File: src/hdl/ephr_pkg.sv
package ephr_pkg;

    localparam int SAMPLE_BITS = 16;
    localparam int TIME_BITS   = 32;
    localparam int THR_BITS    = 16;
    localparam int TPM_BITS    = 32;
    localparam int COUNT_BITS  = 16;
    localparam int RATE_BITS   = 16;
    localparam int SCALE_BITS  = 4;   // rate is in 1/16 bpm
    localparam int MCAND_BITS  = TPM_BITS + SCALE_BITS;
    localparam int NUM_BITS    = MCAND_BITS + COUNT_BITS;
    localparam int STEP_BITS   = $clog2(COUNT_BITS);
    localparam int CFG_IDX_BITS  = 1;
    localparam int CFG_DATA_BITS = 32;

    localparam logic [CFG_IDX_BITS-1:0] CFG_THRESHOLD = 1'b0;
    localparam logic [CFG_IDX_BITS-1:0] CFG_TICKS     = 1'b1;

    localparam logic [TPM_BITS-1:0]   TPM_RESET = 32'd60000;
    localparam logic [COUNT_BITS-1:0] COUNT_MAX = {COUNT_BITS{1'b1}};
    localparam logic [RATE_BITS-1:0]  RATE_MAX  = {RATE_BITS{1'b1}};

    typedef struct packed {
        logic signed [SAMPLE_BITS-1:0] sample_value;
        logic        [TIME_BITS-1:0]   sample_time;
        logic                          record_start;
    } t_sample;

    typedef struct packed {
        logic signed [SAMPLE_BITS-1:0] filtered_value;
        logic                          peak_found;
        logic        [TIME_BITS-1:0]   peak_time;
        logic        [RATE_BITS-1:0]   heart_rate;
        logic                          rate_valid;
    } t_result;

    typedef struct packed {
        logic signed [SAMPLE_BITS-1:0] filtered;
        logic                          found;
        logic        [TIME_BITS-1:0]   ptime;
    } t_peak_out;

    typedef struct packed {
        logic [COUNT_BITS-1:0] count;
        logic [TIME_BITS-1:0]  first;
        logic [TIME_BITS-1:0]  last;
    } t_peak_stats;

    typedef enum logic [1:0] {
        T_IDLE,
        T_RATE,
        T_HOLD
    } t_top_state;

    typedef enum logic [2:0] {
        R_IDLE,
        R_MUL,
        R_CHK,
        R_DIV,
        R_DONE
    } t_rate_state;

endpackage

File: src/hdl/ecg_peak_heart_rate_core.sv
// Channel   Direction  Handshake                  Payload
// input     in         i_in_valid / o_in_ready    i_in_data   (t_sample)
// result    out        o_out_valid / i_out_ready  o_out_data  (t_result)
// config    in         i_cfg_we (no wait)         i_cfg_index, i_cfg_wdata
//
// One transfer in, one transfer out per sample. The filter and peak test
// finish in the cycle of the input transfer; the rate unit then runs a
// bit-serial multiply, one overflow compare and a restoring divide. On rate
// overflow the divide is skipped and the rate saturates to RATE_MAX; with
// fewer than two peaks or no positive span both are skipped, rate_valid low.
// Reset is synchronous, active low: config returns to threshold 0 and
// 60000 ticks/minute, filter and peak history clear. A stalled result sits
// in the output register while the next sample is taken in; the core only
// holds o_in_ready low while the rate unit is busy or its result is blocked.
module ecg_peak_heart_rate_core
    import ephr_pkg::*;
(
    input  logic                      i_clk,
    input  logic                      i_rst_n,
    input  logic                      i_in_valid,
    output logic                      o_in_ready,
    input  t_sample                   i_in_data,
    output logic                      o_out_valid,
    input  logic                      i_out_ready,
    output t_result                   o_out_data,
    input  logic                      i_cfg_we,
    input  logic [CFG_IDX_BITS-1:0]   i_cfg_index,
    input  logic [CFG_DATA_BITS-1:0]  i_cfg_wdata
);

    t_top_state r_state, n_state;

    logic signed [THR_BITS-1:0] r_threshold;
    logic        [TPM_BITS-1:0] r_tpm;
    logic                       r_kick;     // starts rate unit after stats settle
    logic                       r_out_valid;
    t_result                    r_out;

    logic                  in_fire;
    logic                  slot_free;
    logic                  load_out;
    t_peak_out             peak;
    t_peak_stats           stats;
    logic                  rate_done;
    logic [RATE_BITS-1:0]  rate;
    logic                  rate_ok;

    // config registers; the user must write them only while idle, the block itself does not enforce it
    always_ff @(posedge i_clk) begin
        if (!i_rst_n) begin
            r_threshold <= '0;
            r_tpm       <= TPM_RESET;
        end else if (i_cfg_we) begin
            case (i_cfg_index)
                CFG_THRESHOLD: r_threshold <= i_cfg_wdata[THR_BITS-1:0];
                CFG_TICKS:     r_tpm       <= i_cfg_wdata[TPM_BITS-1:0];
                default: begin
                end
            endcase
        end
    end

    ephr_peak u_peak (
        .i_clk       (i_clk),
        .i_rst_n     (i_rst_n),
        .i_fire      (in_fire),
        .i_sample    (i_in_data),
        .i_threshold (r_threshold),
        .o_peak      (peak),
        .o_stats     (stats)
    );

    ephr_rate u_rate (
        .i_clk   (i_clk),
        .i_rst_n (i_rst_n),
        .i_start (r_kick),
        .i_stats (stats),
        .i_tpm   (r_tpm),
        .o_done  (rate_done),
        .o_rate  (rate),
        .o_valid (rate_ok)
    );

    // sequencer: idle -> rate running -> (hold while output is blocked)
    always_comb begin
        n_state = r_state;
        case (r_state)
            T_IDLE: begin
                if (i_in_valid) begin
                    n_state = T_RATE;
                end
            end
            T_RATE: begin
                if (rate_done) begin
                    n_state = slot_free ? T_IDLE : T_HOLD;
                end
            end
            T_HOLD: begin
                if (slot_free) begin
                    n_state = T_IDLE;
                end
            end
            default: begin
                n_state = T_IDLE;
            end
        endcase
    end

    always_comb begin
        slot_free  = !r_out_valid || i_out_ready;
        o_in_ready = (r_state == T_IDLE);
        in_fire    = o_in_ready && i_in_valid;
        load_out   = ((r_state == T_RATE) && rate_done && slot_free)
                   || ((r_state == T_HOLD) && slot_free);
    end

    always_ff @(posedge i_clk) begin
        if (!i_rst_n) begin
            r_state     <= T_IDLE;
            r_kick      <= 1'b0;
            r_out_valid <= 1'b0;
        end else begin
            r_state <= n_state;
            r_kick  <= in_fire;
            if (load_out) begin
                r_out_valid <= 1'b1;
            end else if (i_out_ready) begin
                r_out_valid <= 1'b0;
            end
        end
    end

    always_ff @(posedge i_clk) begin
        if (load_out) begin
            r_out.filtered_value <= peak.filtered;
            r_out.peak_found     <= peak.found;
            r_out.peak_time      <= peak.ptime;
            r_out.heart_rate     <= rate;
            r_out.rate_valid     <= rate_ok;
        end
    end

    assign o_out_valid = r_out_valid;
    assign o_out_data  = r_out;

endmodule

File: src/hdl/ephr_peak.sv
module ephr_peak
    import ephr_pkg::*;
(
    input  logic                        i_clk,
    input  logic                        i_rst_n,
    input  logic                        i_fire,
    input  t_sample                     i_sample,
    input  logic signed [THR_BITS-1:0]  i_threshold,
    output t_peak_out                   o_peak,
    output t_peak_stats                 o_stats
);

    logic signed [SAMPLE_BITS-1:0] r_prev, r_mid;
    logic        [TIME_BITS-1:0]   r_mid_time;
    logic        [1:0]             r_seen;
    t_peak_stats                   r_stats;
    t_peak_out                     r_out;

    logic        [1:0]             seen_eff;
    t_peak_stats                   stats_eff;
    logic signed [SAMPLE_BITS:0]   sum;
    logic signed [SAMPLE_BITS-1:0] y;
    logic                          found;
    t_peak_stats                   n_stats;

    always_comb begin
        seen_eff  = i_sample.record_start ? 2'd0 : r_seen;
        stats_eff = i_sample.record_start ? '0 : r_stats;
        // floor((x + y_prev) / 2) via arithmetic shift
        sum = {i_sample.sample_value[SAMPLE_BITS-1], i_sample.sample_value}
            + {r_mid[SAMPLE_BITS-1], r_mid};
        if (seen_eff == 2'd0) begin
            y = i_sample.sample_value;
        end else begin
            y = sum[SAMPLE_BITS:1];
        end
        found = (seen_eff == 2'd2) && (r_mid > r_prev) && (r_mid > y)
              && (r_mid > i_threshold);
        n_stats = stats_eff;
        if (found) begin
            if (stats_eff.count == '0) begin
                n_stats.first = r_mid_time;
            end
            n_stats.last = r_mid_time;
            if (stats_eff.count != COUNT_MAX) begin
                n_stats.count = stats_eff.count + 1'b1;
            end
        end
    end

    always_ff @(posedge i_clk) begin
        if (!i_rst_n) begin
            r_prev     <= '0;
            r_mid      <= '0;
            r_mid_time <= '0;
            r_seen     <= 2'd0;
            r_stats    <= '0;
            r_out      <= '0;
        end else if (i_fire) begin
            r_prev     <= r_mid;
            r_mid      <= y;
            r_mid_time <= i_sample.sample_time;
            r_seen     <= (seen_eff == 2'd2) ? 2'd2 : seen_eff + 2'd1;
            r_stats    <= n_stats;
            r_out.filtered <= y;
            r_out.found    <= found;
            r_out.ptime    <= found ? r_mid_time : '0;
        end
    end

    assign o_peak  = r_out;
    assign o_stats = r_stats;

endmodule

File: src/hdl/ephr_rate.sv
module ephr_rate
    import ephr_pkg::*;
(
    input  logic                  i_clk,
    input  logic                  i_rst_n,
    input  logic                  i_start,
    input  t_peak_stats           i_stats,
    input  logic [TPM_BITS-1:0]   i_tpm,
    output logic                  o_done,
    output logic [RATE_BITS-1:0]  o_rate,
    output logic                  o_valid
);

    t_rate_state r_state, n_state;

    logic [NUM_BITS-1:0]   r_acc;
    logic [MCAND_BITS-1:0] r_mcand;
    logic [COUNT_BITS-1:0] r_mult;
    logic [TIME_BITS-1:0]  r_span;
    logic [TIME_BITS-1:0]  r_rem;
    logic [RATE_BITS-1:0]  r_lo;
    logic [RATE_BITS-1:0]  r_q;
    logic [STEP_BITS-1:0]  r_cnt;
    logic                  r_ok;

    logic                  ok_in;
    logic                  last_step;
    logic [NUM_BITS-1:0]   acc_next;
    logic [TIME_BITS:0]    trial;
    logic                  q_bit;
    logic                  ovf;

    always_comb begin
        ok_in     = (i_stats.count >= COUNT_BITS'(2)) && (i_stats.last > i_stats.first);
        last_step = (r_cnt == {STEP_BITS{1'b1}});
        // MSB-first shift-add, one multiplier bit per cycle
        acc_next  = {r_acc[NUM_BITS-2:0], 1'b0}
                  + (r_mult[COUNT_BITS-1] ? NUM_BITS'(r_mcand) : '0);
        // restoring divide, one quotient bit per cycle
        trial     = {r_rem, r_lo[RATE_BITS-1]};
        q_bit     = (trial >= {1'b0, r_span});
        ovf       = (r_acc[NUM_BITS-1:RATE_BITS]
                     >= (NUM_BITS-RATE_BITS)'(r_span));
    end

    always_comb begin
        n_state = r_state;
        case (r_state)
            R_IDLE: begin
                if (i_start) begin
                    n_state = ok_in ? R_MUL : R_DONE;
                end
            end
            R_MUL: begin
                if (last_step) begin
                    n_state = R_CHK;
                end
            end
            R_CHK: begin
                n_state = ovf ? R_DONE : R_DIV;
            end
            R_DIV: begin
                if (last_step) begin
                    n_state = R_DONE;
                end
            end
            R_DONE: begin
                n_state = R_IDLE;
            end
            default: begin
                n_state = R_IDLE;
            end
        endcase
    end

    always_comb begin
        o_done = (r_state == R_DONE);
    end

    always_ff @(posedge i_clk) begin
        if (!i_rst_n) begin
            r_state <= R_IDLE;
            r_cnt   <= '0;
            r_ok    <= 1'b0;
            r_q     <= '0;
        end else begin
            r_state <= n_state;
            case (r_state)
                R_IDLE: begin
                    if (i_start) begin
                        r_ok    <= ok_in;
                        r_q     <= '0;
                        r_cnt   <= '0;
                        r_acc   <= '0;
                        r_mcand <= {i_tpm, {SCALE_BITS{1'b0}}};
                        r_mult  <= i_stats.count - 1'b1;
                        r_span  <= i_stats.last - i_stats.first;
                    end
                end
                R_MUL: begin
                    r_acc  <= acc_next;
                    r_mult <= {r_mult[COUNT_BITS-2:0], 1'b0};
                    r_cnt  <= r_cnt + 1'b1;
                end
                R_CHK: begin
                    r_cnt <= '0;
                    if (ovf) begin
                        r_q <= RATE_MAX;
                    end else begin
                        // high part is below the span, so it fits the remainder
                        r_rem <= r_acc[TIME_BITS+RATE_BITS-1:RATE_BITS];
                        r_lo  <= r_acc[RATE_BITS-1:0];
                    end
                end
                R_DIV: begin
                    r_rem <= q_bit ? TIME_BITS'(trial - {1'b0, r_span})
                                   : trial[TIME_BITS-1:0];
                    r_lo  <= {r_lo[RATE_BITS-2:0], 1'b0};
                    r_q   <= {r_q[RATE_BITS-2:0], q_bit};
                    r_cnt <= r_cnt + 1'b1;
                end
                default: begin
                end
            endcase
        end
    end

    assign o_rate  = r_q;
    assign o_valid = r_ok;

endmodule
File: config.mk
export PLATFORM = sky130hd
export DESIGN_NAME = ecg_peak_heart_rate_core
export DESIGN_NICKNAME = d
export VERILOG_FILES = /design/src/hdl/ephr_pkg.sv /design/src/hdl/ecg_peak_heart_rate_core.sv /design/src/hdl/ephr_peak.sv /design/src/hdl/ephr_rate.sv
export SDC_FILE = /design/constraint.sdc
export NUM_CORES = 1
export LEC_CHECK = 0
export ABC_AREA = 1
export BUFFER_PORTS_ARGS = -buffer_cell sky130_fd_sc_hd__buf_2
export CAP_MARGIN = 15
export CORE_UTILIZATION = 40
export CTS_CLUSTER_DIAMETER = 150
export DETAILED_ROUTE_END_ITERATION = 7
export GPL_TIMING_DRIVEN = 0
export PLACE_DENSITY_LB_ADDON = 0.05
export SLEW_MARGIN = 20
export SYNTH_ARGS = -nofsm -noshare
export SYNTH_HDL_FRONTEND = slang
export SYNTH_SLANG_ARGS = --single-unit
export TNS_END_PERCENT = 20
File: constraint.sdc
create_clock -name i_clk -period 5.1 [get_ports i_clk]
set_input_delay 0 -clock i_clk [delete_from_list [all_inputs] [get_ports i_clk]]
set_output_delay 0 -clock i_clk [all_outputs]
set_load 0.01 [all_outputs]
==> metrics.csv <==
stage,metric,value,unit
setup_path,worst-path-stages,23,
global_route,grt_overflow,0,
drt,drtIter0Drc,1680,
sta,setup_tns,0,ns
power,switching_share,28.0,%
setup_path,cp_max_fo,10,
global_route,grt_max_degree,28,
setup_path,critPathArrivalTime,5.08,ns
global_route,first_global_vias,25100,
sta,rsz0062_at_grt,false,
setup_path,crit_family,simple AND/OR/NAND/NOR gates,
placement,portBuffers,153,
synthesis,syn_area_per_cell,7.46,sq um
sta,post-route-min-period,4.58,ns
power,pwr-share-clk,41.9,%
setup_path,crit_buf_inv,4,
sta,worst_slew_pin_slew,1.17,ns
setup_path,slowest_stage,dfxtp_1,
synthesis,synthArstFlopShare,0,%
placement,post_dp_cell_area,31100,sq um
layout,fin_nets,4469,
power,p_total,10.1,mW
drt,drcViolationCount,0,
synthesis,synthCells,3866,
drt,dr_total_vias,26400,
synthesis,ys_warn_count,0,
setup_path,r2r_slack,0.52,ns
global_route,grt_first_pass_wirelength,143,mm
layout,n_antenna_cell,0,
setup_path,startpoint_type,flop,
clock_tree,clock_latency,0.64,ns
setup_path,cp_common_cell,nand3_1,
power,combPwrFrac,14.4,%
power,power.switching,2.84,mW
sta,fmax,218,MHz
synthesis,synth_edf_count,238,
drt,drt_pass1_iterations,6,
floorplan,core,71400,sq um
floorplan,die_w,271,microns
floorplan,io_pins,155,
placement,hpwl,71.5,mm
placement,gp_congestion,0.933,
setup_path,cp-startpoint,u_peak.r_mid[2],
drt,vias_per_cell,5.09,
clock_tree,postCtsSetupBuffers,0,
synthesis,synth.yosys.seq_area_share,42.5,%
layout,area_growth_syn_to_layout,17.6,%
floorplan,die_area,73200,sq um
drt,wl,92.1,mm
layout,drive_gt1_share,7.42,%
sta,hold_violations,0,
synthesis,syn_nets,4154,
drt,wl_per_cell,17.8,microns
synthesis,synth_area,28800,sq um
status,status,completed,
setup_path,ff2ff_path_depth,23,
setup_path,critical_path_required,5.60,ns
clock_tree,clk_pin_slew,0.06,ns
worst_hold_path,holdCritPathClass,input port to flop,
setup_path,reg2reg_to,u_peak.o_stats[9],
clock_tree,cts-buffers-inserted,57,
sta,timing.final.crit_share,89.8,%
setup_path,crit_end,u_peak.o_stats[9],
clock_tree,clock_path_buffers,3,
floorplan,die_h,271,microns
setup_path,r2r_start,u_peak.r_mid[2],
layout,finish.instance_area,33900,sq um
flow_run,drv_cap,0,
synthesis,synthFlopType,dfxtp_1,
layout,layout_common_cells,"nand2_1, nor2_1, inv_1",
clock_tree,tritoncts,done,
clock_tree,clockRootBuffer,clkbuf_16,
drt,drtAntennaViolNets,0,
setup_path,end_kind,flop,
setup_path,cp_slowest_stage_delay,0.57,ns
power,seq_power_share,43.7,%
power,p_leak,15.1,nW
power,p_int,7.30,mW
placement,place_inst,4981,
clock_tree,htreeDepth,2,
sta,maxSlewViolCount,0,
power,powerDensity,299,nW/um^2
global_route,antenna_found_initial,1,
sta,setup_violations,0,
layout,n_fill_cell,7352,
layout,final_common_cell,nand2_1,
global_route,grtUsageTotal,24.8,%
layout,instances_no_fill,5180,
floorplan,initial_core_util,40.4,%
clock_tree,clock_sinks,493,
sta,slew_headroom,22.0,%
setup_path,crit_type,flop to flop,
synthesis,ys_ff_latch,493,
synthesis,synth_cell_types,55,
sta,fin_skew,0.0274,ns
setup_path,crit_path_cell_trace,"ha_1, a21oi_1, o21ai_0, nand2_1, nand2_1, a21boi_0, inv_1, or2_2, nand3_1, o21ai_0, inv_1, ha_1, nand3_1, nor2_1, nand3_1, nand3_1, inv_1, nand2_1, nor2_4, nand4_2, clkbuf_1, nand3_1, a21oi_1",
power,peakVddDrop,329,uV
floorplan,rows,98,
-- synth_stat cells, types with 2 or more instances --
master,instances,area share [%]
o21bai_1,15,0.39
inv_1,441,5.7
and2_1,2,0.043
o21ai_1,18,0.31
nor3_2,3,0.10
a211oi_1,2,0.052
buf_6,2,0.078
nand4_1,52,1.1
a21o_1,18,0.47
o2111ai_1,2,0.061
edfxtp_1,238,25
o31ai_1,2,0.052
nand3b_1,9,0.23
nor4_1,12,0.26
nand3_1,263,4.6
a221oi_1,2,0.061
o211ai_1,8,0.21
nand2_1,959,12
nor3_1,34,0.59
xnor2_1,21,0.64
dfxtp_1,255,18
o22ai_1,2,0.043
xor2_1,37,1.1
or2_2,4,0.087
nor2_2,2,0.043
nand3_2,2,0.069
o21ai_0,243,4.2
nor3b_1,2,0.052
a21oi_1,359,6.2
buf_2,20,0.35
nor2_1,476,6.2
a21boi_0,4,0.10
buf_1,4,0.052
a31oi_1,6,0.13
o21a_1,16,0.42
clkbuf_1,101,1.3
buf_4,7,0.18
ha_1,197,8.5
nand4_2,2,0.087
inv_2,6,0.078
fa_1,4,0.28
-- routing by layer --
metal  GRT usage [%]  vias to the layer above  wire (microns)
li1                -                    13400               -
met1            34.5                    12200           43700
met2            41.0                      612           41900
met3            2.33                      115            4040
met4            7.08                        0            2350
met5               0                        -               0
-- worst register-to-register path: stages (launching register included) --
cell and delay, ns:
dfxtp_1 0.57, ha_1 0.36, a21oi_1 0.14, o21ai_0 0.17, nand2_1 0.11, nand2_1 0.12, a21boi_0 0.30, inv_1 0.09
or2_2 0.27, nand3_1 0.06, o21ai_0 0.15, inv_1 0.10, ha_1 0.22, nand3_1 0.12, nor2_1 0.07, nand3_1 0.09
nand3_1 0.08, inv_1 0.05, nand2_1 0.07, nor2_4 0.25, nand4_2 0.43, clkbuf_1 0.41, nand3_1 0.17, a21oi_1 0.07
-- cells by family after synthesis --
group           count (synthesis)  share of synthesized area [%]
compound gates                702                           12.9
xor+xnor                       58                           1.76
fa+ha+maj                     201                           8.82
buf+inv                       582                           7.81
flops                         493                           42.5
simple gates                 1830                           26.2
-- metrics by stage --
| step | utilization (%) | setup WS, ns | hold slack, ns |
|---|---|---|---|
| after floorplan | - | 0.144 | 0.0787 |
| after global placement | 43.2 | -2.60 | 0.217 |
| after detailed placement | 43.5 | -0.307 | 0.219 |
| after CTS | 47.5 | 0.370 | 0.0730 |
| after global routing | 47.5 | 0.0563 | 0.117 |
| final | 47.5 | 0.518 | 0.105 |
-- power by group through the flow --
stage | Clock, mW | Sequential, mW | Combinational (mW)
finish | 4.25 | 4.43 | 1.46
detailed placement | 0 | 4.51 | 1.40
global route | 4.50 | 4.44 | 1.66
global placement | 0 | 4.52 | 1.38
floorplan | 0 | 4.47 | 0.964
CTS | 4.35 | 4.43 | 1.46
-- flip-flops by register name, indices dropped and copies added, names as in the netlist, 16 cells and up --
register,flops
u_peak.o_peak,33
u_rate.r_mcand,32
u_rate.r_span,32
u_rate.r_rem,32
u_peak.o_stats,80
u_peak.r_mid_time,32
u_rate.r_acc,48
u_peak.r_prev,16
r_tpm,32
o_out_data,66
u_peak.r_mid,16
u_rate.o_rate,16
u_rate.r_mult,16
r_threshold,16
-- cell type report --
| class | count | area (sq um) | area share, % |
|---|---|---|---|
| buffer | 134 | 572 | 1.69 |
| inverter | 448 | 1680 | 4.96 |
| sequential | 493 | 12300 | 36.1 |
| clock inverter | 29 | 337 | 0.992 |
| clock buffer | 79 | 1590 | 4.69 |
| multi-input combinational | 2791 | 14400 | 42.4 |
| timing repair buffer | 256 | 1920 | 5.66 |
| tap | 950 | 1190 | 3.51 |
-- what timing repair did --
action	in CTS	in global routing
hold buffers	91	0
endpoints found under the hold margin	99	0
resized for setup	0	3
endpoints found under the setup margin	0	56
-- worst min-delay path by stage --
stage	startpoint	end	slack, ns	depth (start not counted)
6_report	i_out_ready	r_state[1]	0.10	3
4_1_cts	i_cfg_we	r_tpm[6]	0.07	5
3_3_place_gp	i_cfg_wdata[11]	r_tpm[11]	0.22	3
2_1_floorplan	i_out_ready	r_state[1]	0.08	1
5_1_grt	i_out_ready	r_state[1]	0.12	3
3_5_place_dp	i_out_ready	r_state[1]	0.22	2
Power figures use the tool's default switching activity.
